File: src/dhpm_pkg.sv
`default_nettype none

package dhpm_pkg;

   // Field widths
   localparam int unsigned TimeWidth    = 32;
   localparam int unsigned TimeoutWidth = 12;
   localparam int unsigned CountWidth   = 32;
   localparam int unsigned ModeWidth    = 2;
   localparam int unsigned CsrDataWidth = 12;

   // Seconds between keep-alive syncs in anti-park
   localparam logic [TimeWidth-1:0] SyncPeriod = TimeWidth'(30);

   // Register reset values
   localparam logic [TimeoutWidth-1:0] BaseTimeoutReset   = TimeoutWidth'(60);
   localparam logic [TimeoutWidth-1:0] MaxTimeoutReset    = TimeoutWidth'(300);
   localparam logic [TimeoutWidth-1:0] ParkedTimeoutReset = TimeoutWidth'(300);

   // Configuration register indexes
   typedef enum logic [1:0] {
      CSR_BASE_TIMEOUT     = 2'd0,
      CSR_MAX_TIMEOUT      = 2'd1,
      CSR_PARKED_TIMEOUT   = 2'd2,
      CSR_SYNC_BEFORE_IDLE = 2'd3
   } csr_index_type;

endpackage : dhpm_pkg

`default_nettype wire

File: src/disk_head_park_manager_unit.sv
// An accepted item goes through the input register, then one step of the mode
// logic into the result register.
// Throughput: one item per cycle while the result is not stalled; the mode/timer
// state is updated in the same cycle the result is registered, so the next item sees it.
// Reset (synchronous, active high): anti-park mode, base timeout 60 s, max and
// parked timeouts 300 s, sync before idle off, timers and head load count 0.
`default_nettype none

module disk_head_park_manager_unit (
   input  wire logic                                 clock,
   input  wire logic                                 reset,
   // input channel
   input  wire logic                                 req_valid,
   output      logic                                 req_stall,
   input  wire logic [dhpm_pkg::TimeWidth-1:0]       req_now_seconds,
   input  wire logic                                 req_read_seen,
   input  wire logic                                 req_write_seen,
   // result channel
   output      logic                                 rsp_valid,
   input  wire logic                                 rsp_stall,
   output      logic                                 rsp_touch_disk,
   output      logic                                 rsp_sync_disks,
   output      logic [dhpm_pkg::ModeWidth-1:0]       rsp_mode_now,
   output      logic [dhpm_pkg::TimeoutWidth-1:0]    rsp_timeout_now,
   output      logic [dhpm_pkg::CountWidth-1:0]      rsp_head_loads,
   // configuration port
   input  wire logic                                 csr_valid,
   output      logic                                 csr_ready,
   input  wire dhpm_pkg::csr_index_type              csr_index,
   input  wire logic [dhpm_pkg::CsrDataWidth-1:0]    csr_data
);
   import dhpm_pkg::*;

   typedef enum logic [ModeWidth-1:0] {
      MODE_ANTIPARK = 2'd0,
      MODE_PARKED   = 2'd1,
      MODE_IDLE     = 2'd2
   } mode_type;

   // Input register
   logic                    in_vld_ff;
   logic [TimeWidth-1:0]    now_ff;
   logic                    read_ff;
   logic                    write_ff;

   // Configuration registers
   logic [TimeoutWidth-1:0] base_timeout_ff,   base_timeout_in;
   logic [TimeoutWidth-1:0] max_timeout_ff,    max_timeout_in;
   logic [TimeoutWidth-1:0] parked_timeout_ff, parked_timeout_in;
   logic                    sync_idle_ff,      sync_idle_in;

   // Manager state
   mode_type                mode_ff,           mode_in;
   logic [TimeWidth-1:0]    timer_start_ff,    timer_start_in;
   logic [TimeoutWidth-1:0] active_timeout_ff, active_timeout_in;
   logic [TimeWidth-1:0]    last_sync_ff,      last_sync_in;
   logic [CountWidth-1:0]   load_ff,           load_in;

   // Result register
   logic                    out_vld_ff,        out_vld_in;
   logic                    touch_ff,          touch_in;
   logic                    sync_ff,           sync_in;

   logic                    move;
   logic                    take_in;
   logic                    cfg_write;
   logic                    activity;
   logic [TimeWidth-1:0]    timer_eff;
   logic [TimeWidth-1:0]    elapsed;
   logic [TimeWidth-1:0]    since_sync;
   logic [TimeoutWidth:0]   doubled;
   logic [CountWidth-1:0]   load_inc;

   // Handshake: the input item moves on when the result register is free
   assign move      = in_vld_ff && (!out_vld_ff || !rsp_stall);
   assign req_stall = in_vld_ff && !move;
   assign take_in   = req_valid && !req_stall;
   assign csr_ready = 1'b1;
   assign cfg_write = csr_valid && csr_ready;

   // Shared arithmetic; a read in anti-park restarts the timer before the check
   assign activity   = read_ff || write_ff;
   assign timer_eff  = (mode_ff == MODE_ANTIPARK && read_ff) ? now_ff : timer_start_ff;
   assign elapsed    = now_ff - timer_eff;
   assign since_sync = now_ff - last_sync_ff;
   assign doubled    = {active_timeout_ff, 1'b0};
   assign load_inc   = (load_ff != '1) ? load_ff + CountWidth'(1) : load_ff;

   // Next-state logic for one poll sample and for register writes
   always_comb begin
      base_timeout_in   = base_timeout_ff;
      max_timeout_in    = max_timeout_ff;
      parked_timeout_in = parked_timeout_ff;
      sync_idle_in      = sync_idle_ff;
      mode_in           = mode_ff;
      timer_start_in    = timer_start_ff;
      active_timeout_in = active_timeout_ff;
      last_sync_in      = last_sync_ff;
      load_in           = load_ff;
      touch_in          = touch_ff;
      sync_in           = sync_ff;
      out_vld_in        = out_vld_ff && rsp_stall;

      if (cfg_write) begin
         unique case (csr_index)
            CSR_BASE_TIMEOUT: begin
               base_timeout_in   = csr_data[TimeoutWidth-1:0];
               active_timeout_in = csr_data[TimeoutWidth-1:0];
            end
            CSR_MAX_TIMEOUT:      max_timeout_in    = csr_data[TimeoutWidth-1:0];
            CSR_PARKED_TIMEOUT:   parked_timeout_in = csr_data[TimeoutWidth-1:0];
            CSR_SYNC_BEFORE_IDLE: sync_idle_in      = csr_data[0];
            default: ;
         endcase
      end

      if (move) begin
         out_vld_in = 1'b1;
         touch_in   = 1'b0;
         sync_in    = 1'b0;
         unique case (mode_ff)
            MODE_ANTIPARK: begin
               touch_in       = 1'b1;
               timer_start_in = timer_eff;
               if (since_sync > SyncPeriod) begin
                  sync_in      = 1'b1;
                  last_sync_in = now_ff;
               end
               if (elapsed > TimeWidth'(active_timeout_ff)) begin
                  timer_start_in = now_ff;
                  mode_in        = MODE_PARKED;
                  sync_in        = 1'b1;
                  load_in        = load_inc;
               end
            end
            MODE_PARKED: begin
               if (activity) begin
                  // doubled timeout, capped at the maximum
                  active_timeout_in = (doubled > {1'b0, max_timeout_ff}) ?
                                      max_timeout_ff : doubled[TimeoutWidth-1:0];
                  timer_start_in    = now_ff;
                  mode_in           = MODE_ANTIPARK;
               end else if (elapsed > TimeWidth'(parked_timeout_ff)) begin
                  timer_start_in = now_ff;
                  mode_in        = MODE_IDLE;
                  if (sync_idle_ff) begin
                     sync_in = 1'b1;
                     load_in = load_inc;
                  end
               end
            end
            default: begin
               // idle, and the unused code as idle
               if (activity) begin
                  active_timeout_in = base_timeout_ff;
                  timer_start_in    = now_ff;
                  mode_in           = MODE_ANTIPARK;
               end
            end
         endcase
      end
   end

   // State and registered outputs
   always_ff @(posedge clock) begin
      if (reset) begin
         in_vld_ff         <= 1'b0;
         out_vld_ff        <= 1'b0;
         base_timeout_ff   <= BaseTimeoutReset;
         max_timeout_ff    <= MaxTimeoutReset;
         parked_timeout_ff <= ParkedTimeoutReset;
         sync_idle_ff      <= 1'b0;
         mode_ff           <= MODE_ANTIPARK;
         timer_start_ff    <= '0;
         active_timeout_ff <= BaseTimeoutReset;
         last_sync_ff      <= '0;
         load_ff           <= '0;
      end else begin
         if (!req_stall) begin
            in_vld_ff <= req_valid;
         end
         out_vld_ff        <= out_vld_in;
         base_timeout_ff   <= base_timeout_in;
         max_timeout_ff    <= max_timeout_in;
         parked_timeout_ff <= parked_timeout_in;
         sync_idle_ff      <= sync_idle_in;
         mode_ff           <= mode_in;
         timer_start_ff    <= timer_start_in;
         active_timeout_ff <= active_timeout_in;
         last_sync_ff      <= last_sync_in;
         load_ff           <= load_in;
      end
      // payload
      if (take_in) begin
         now_ff   <= req_now_seconds;
         read_ff  <= req_read_seen;
         write_ff <= req_write_seen;
      end
      touch_ff <= touch_in;
      sync_ff  <= sync_in;
   end

   assign rsp_valid       = out_vld_ff;
   assign rsp_touch_disk  = touch_ff;
   assign rsp_sync_disks  = sync_ff;
   assign rsp_mode_now    = mode_ff;
   assign rsp_timeout_now = active_timeout_ff;
   assign rsp_head_loads  = load_ff;

   // Head load count never goes down
   assert property (@(posedge clock) disable iff (reset)
      1'b1 |=> load_ff >= $past(load_ff))
      else $error("head load count decreased");

   // Manager timers and the head load count only change when an item is processed
   assert property (@(posedge clock) disable iff (reset)
      !move |=> $stable(timer_start_ff) && $stable(last_sync_ff) && $stable(load_ff))
      else $error("manager state changed without an item");

   // An item that leaves the input register shows up as a result
   assert property (@(posedge clock) disable iff (reset)
      move |=> out_vld_ff)
      else $error("processed item lost");

endmodule : disk_head_park_manager_unit

`default_nettype wire
File: config.mk
export PLATFORM = sky130hd
export DESIGN_NAME = disk_head_park_manager_unit
export DESIGN_NICKNAME = d
export VERILOG_FILES = /design/src/dhpm_pkg.sv /design/src/disk_head_park_manager_unit.sv
export SDC_FILE = /design/constraint.sdc
export NUM_CORES = 1
export LEC_CHECK = 0
export ABC_AREA = 1
export BUFFER_PORTS_ARGS = -buffer_cell sky130_fd_sc_hd__buf_2
export CAP_MARGIN = 40
export CORE_AREA = 2 2 171 173
export CTS_BUF_LIST = sky130_fd_sc_hd__clkbuf_2 sky130_fd_sc_hd__clkbuf_4 sky130_fd_sc_hd__clkbuf_8
export CTS_CLUSTER_DIAMETER = 40
export CTS_CLUSTER_SIZE = 28
export DETAILED_ROUTE_END_ITERATION = 16
export DIE_AREA = 0 0 173 175
export GPL_TIMING_DRIVEN = 0
export PLACE_DENSITY = 0.79
export REMOVE_ABC_BUFFERS = 1
export SYNTH_ARGS = -nofsm -noshare
export SYNTH_HDL_FRONTEND = slang
export SYNTH_SLANG_ARGS = --single-unit
File: constraint.sdc
create_clock -name clock -period 5.6 [get_ports clock]
set_input_delay 1.12 -clock clock [delete_from_list [all_inputs] [get_ports clock]]
set_output_delay 1.12 -clock clock [all_outputs]
set_load 0.01 [all_outputs]
==> results.toml <==
[synth]
synth_ff_type = "dfxtp_1"
yosys-top-cells-count = "nand2_1, inv_1, nor2_1"
netlist_area_um2 = 14100
yosys.area.top_type_share_pct = 21.1
netlist_instances = 2206
yosys.area.top_type = "dfxtp_1"
synth.distinct_cells = 52
synth_edf_count = 36
ys_warn_count = 0
netlist_top_cells_area = "dfxtp_1, nand2_1, inv_1"
synth_seq_cells = 185
synthMostInstantiatedCell = "nand2_1"
syn_avg_cell_area_um2 = 6.39
yosysSeqAreaShare_pct = 28.8
ys_async_sr_fraction_pct = 0

[worst_setup_path]
rrSetupSlack_ps = 380
cp-end-kind = "flip-flop"
start_kind = "flip-flop"
arrival_ps = 5620
r2r-end = "rsp_head_loads[2]"
required_ps = 6010
crit_path_max_fanout = 43
crit_type = "flip-flop to flip-flop"
ff2ff_path_depth = 23
rr_startpoint = "rsp_mode_now[1]"

[global_route]
grt_pass1_vias = 13500
grt_pass1_wl_mm = 64.1
grt.overflow.total = 0
track_usage_pct = 25.5
antenna_found_initial = 0
grt_max_degree = 87

[cts]
clock-root-buffer = "clkbuf_8"
worstSkewPairLatency_ps = 480
cts_buffers = 17
clock_sinks = 185
h-tree-depth = 4
holdBufCountCts = 0
clockBufferDepth = 2
cts_tree = "yes"
clkSlewWorstSetupHoldPaths_ps = 100

[run_status]
status = "completed"

[die]
core-area_um2 = 28400
die_y_um = 175
pin_count = 104
rows = 62
die_area_um2 = 30300
floorplan.initialDensity_pct = 49.7
fp.dieW_um = 173

[hold_path]
hold_depth = 2
hold_path.class = "flip-flop to flip-flop"
min_from = "base_timeout_ff[10]"
hold_end = "base_timeout_ff[10]"

[timing]
fin_skew_ps = 21.1
slew_headroom_pct = 45.7
hold_viol = 0
post-route-min-period_ps = 5220
finalSetupViolCount = 0
rsz0062_at_grt = "false"
max_freq_mhz = 192
period_share_pct = 93.1
tightest_slew_ps = 813
drv_slew = 0

[routing]
drt_pass1_iterations = 6
vias = 14600
via_per_inst = 5.48
drc = 0
drt_iter0_markers = 1140
routed_wl_mm = 39.5
wire_per_inst_um = 14.9
detail-route-antenna-nets = 0

[layout]
utilization_pct = 54.2
area_growth_pct = 8.99
stdcell_area_um2 = 15400
diodes = 0
drive_gt1_share_pct = 8.48
final_nets = 2406

[place]
portBuffers = 102
dp_hpwl_mm = 29.9
dpl_cell_area_um2 = 14900
finalWeightedCongestion = 0.930

[power]
p_leak_nw = 7.18
pwr_density_cell_nw_per_um2 = 239
ir_drop_v = 0.000136

[flow_run]
maxCapViolCount = 0
[state kept, by name, indices dropped and copies added, names as in the netlist, 2 cells and up]
register,count
base_timeout_ff,12
last_sync_ff,32
max_timeout_ff,12
now_ff,32
parked_timeout_ff,12
rsp_head_loads,32
rsp_mode_now,2
rsp_timeout_now,12
timer_start_ff,32
[worst max path at each step]
stage	start	end	slack (ps)	cells past startpoint
floorplan	now_ff[6]	last_sync_ff[0]	-160	14
global placement	now_ff[0]	rsp_sync_disks	-2360	16
detailed placement	rsp_mode_now[1]	rsp_head_loads[2]	-980	23
CTS	rsp_mode_now[1]	rsp_head_loads[2]	60	26
global route	rsp_mode_now[1]	rsp_head_loads[22]	90	23
finish	rsp_mode_now[1]	rsp_head_loads[2]	380	23
[cells in the final DEF (no fill, tap or decap), drive strengths merged, types with 13 or more instances in the layout]
cell    instances
ha             88
o21bai         14
nand2         550
buf           112
nor3           32
o21ai         195
nand3         150
a21oi         194
nand4          25
xnor2          20
inv           310
nor2          243
xor2           49
dfxtp         149
nor4           16
edfxtp         36
clkbuf         23
o211ai         13
[per-layer routing]
metal	track usage (%)	wire length, µm
met5	0	0
met4	7.66	842
met3	3.13	2360
met2	42.2	18100
met1	34.8	18200
[stage by stage]
| step | power [mW] | hold slack [ps] | TNS, ps | setup WS, ps | cells |
|---|---|---|---|---|---|
| global route | 3.92 | 483 | 0 | 85.6 | 2661 |
| floorplan | 2.44 | 433 | -5190 | -158 | 2131 |
| CTS | 3.67 | 472 | 0 | 60.4 | 2659 |
| global placement | 2.72 | 454 | -150460 | -2360 | 2617 |
| finish | 3.68 | 473 | 0 | 384 | 2661 |
| detailed placement | 2.77 | 457 | -38200 | -981 | 2626 |
[worst max-delay path, stage by stage, from the launching register on]
cell,delay [ps]
dfxtp_2,430
nor2_4,300
nand2_8,220
o21ai_1,260
ha_1,220
inv_1,80
ha_1,170
or2_2,340
nand3_1,100
nand3_2,120
nand2_1,90
nand2_1,100
xor2_1,200
ha_1,320
nand4_1,160
nor3_1,230
a21oi_1,60
nor2_1,390
nand4_4,350
nand2_1,170
inv_2,270
nand2_8,300
nand2_1,90
a21oi_1,150
[cell type report]
cell class                      count  area [µm²]
Fill cell                        2847       13000
Multi-Input combinational cell   1641        8590
Sequential cell                   185        4070
Inverter                          307        1150
Timing Repair Buffer              112         699
Tap cell                          384         480
Clock buffer                       23         292
Clock inverter                      9        90.1
[report_power, final]
part	switching, mW	leakage [nW]	internal, mW
logic	0.828	5.41	0.449
clock network	0.508	0.201	0.401
registers	0.0637	1.57	1.43
total	1.40	7.18	2.28
[kinds of logic (layout without fill, tap and decap cells)]
group / Yosys count / in the layout / share of synthesized area (%)
AOI/OAI and AO/OA: 451 / 451 / 17.1
xor gates and xnor gates: 69 / 69 / 4.28
adders and majority gates: 89 / 89 / 7.95
buffers and inverters: 382 / 451 / 10.9
DFF: 185 / 185 / 28.8
other: 1 / 1 / 0.0266
and+or+nand+nor: 1029 / 1031 / 30.9
[timing repair]
action,CTS,global route
gates resized for setup,3,4
pin swaps,1,1
buffers inserted,1,0
endpoints found under the setup margin,65,32
cloned,0,2
Note: power is estimated with default switching activity, not from simulation.
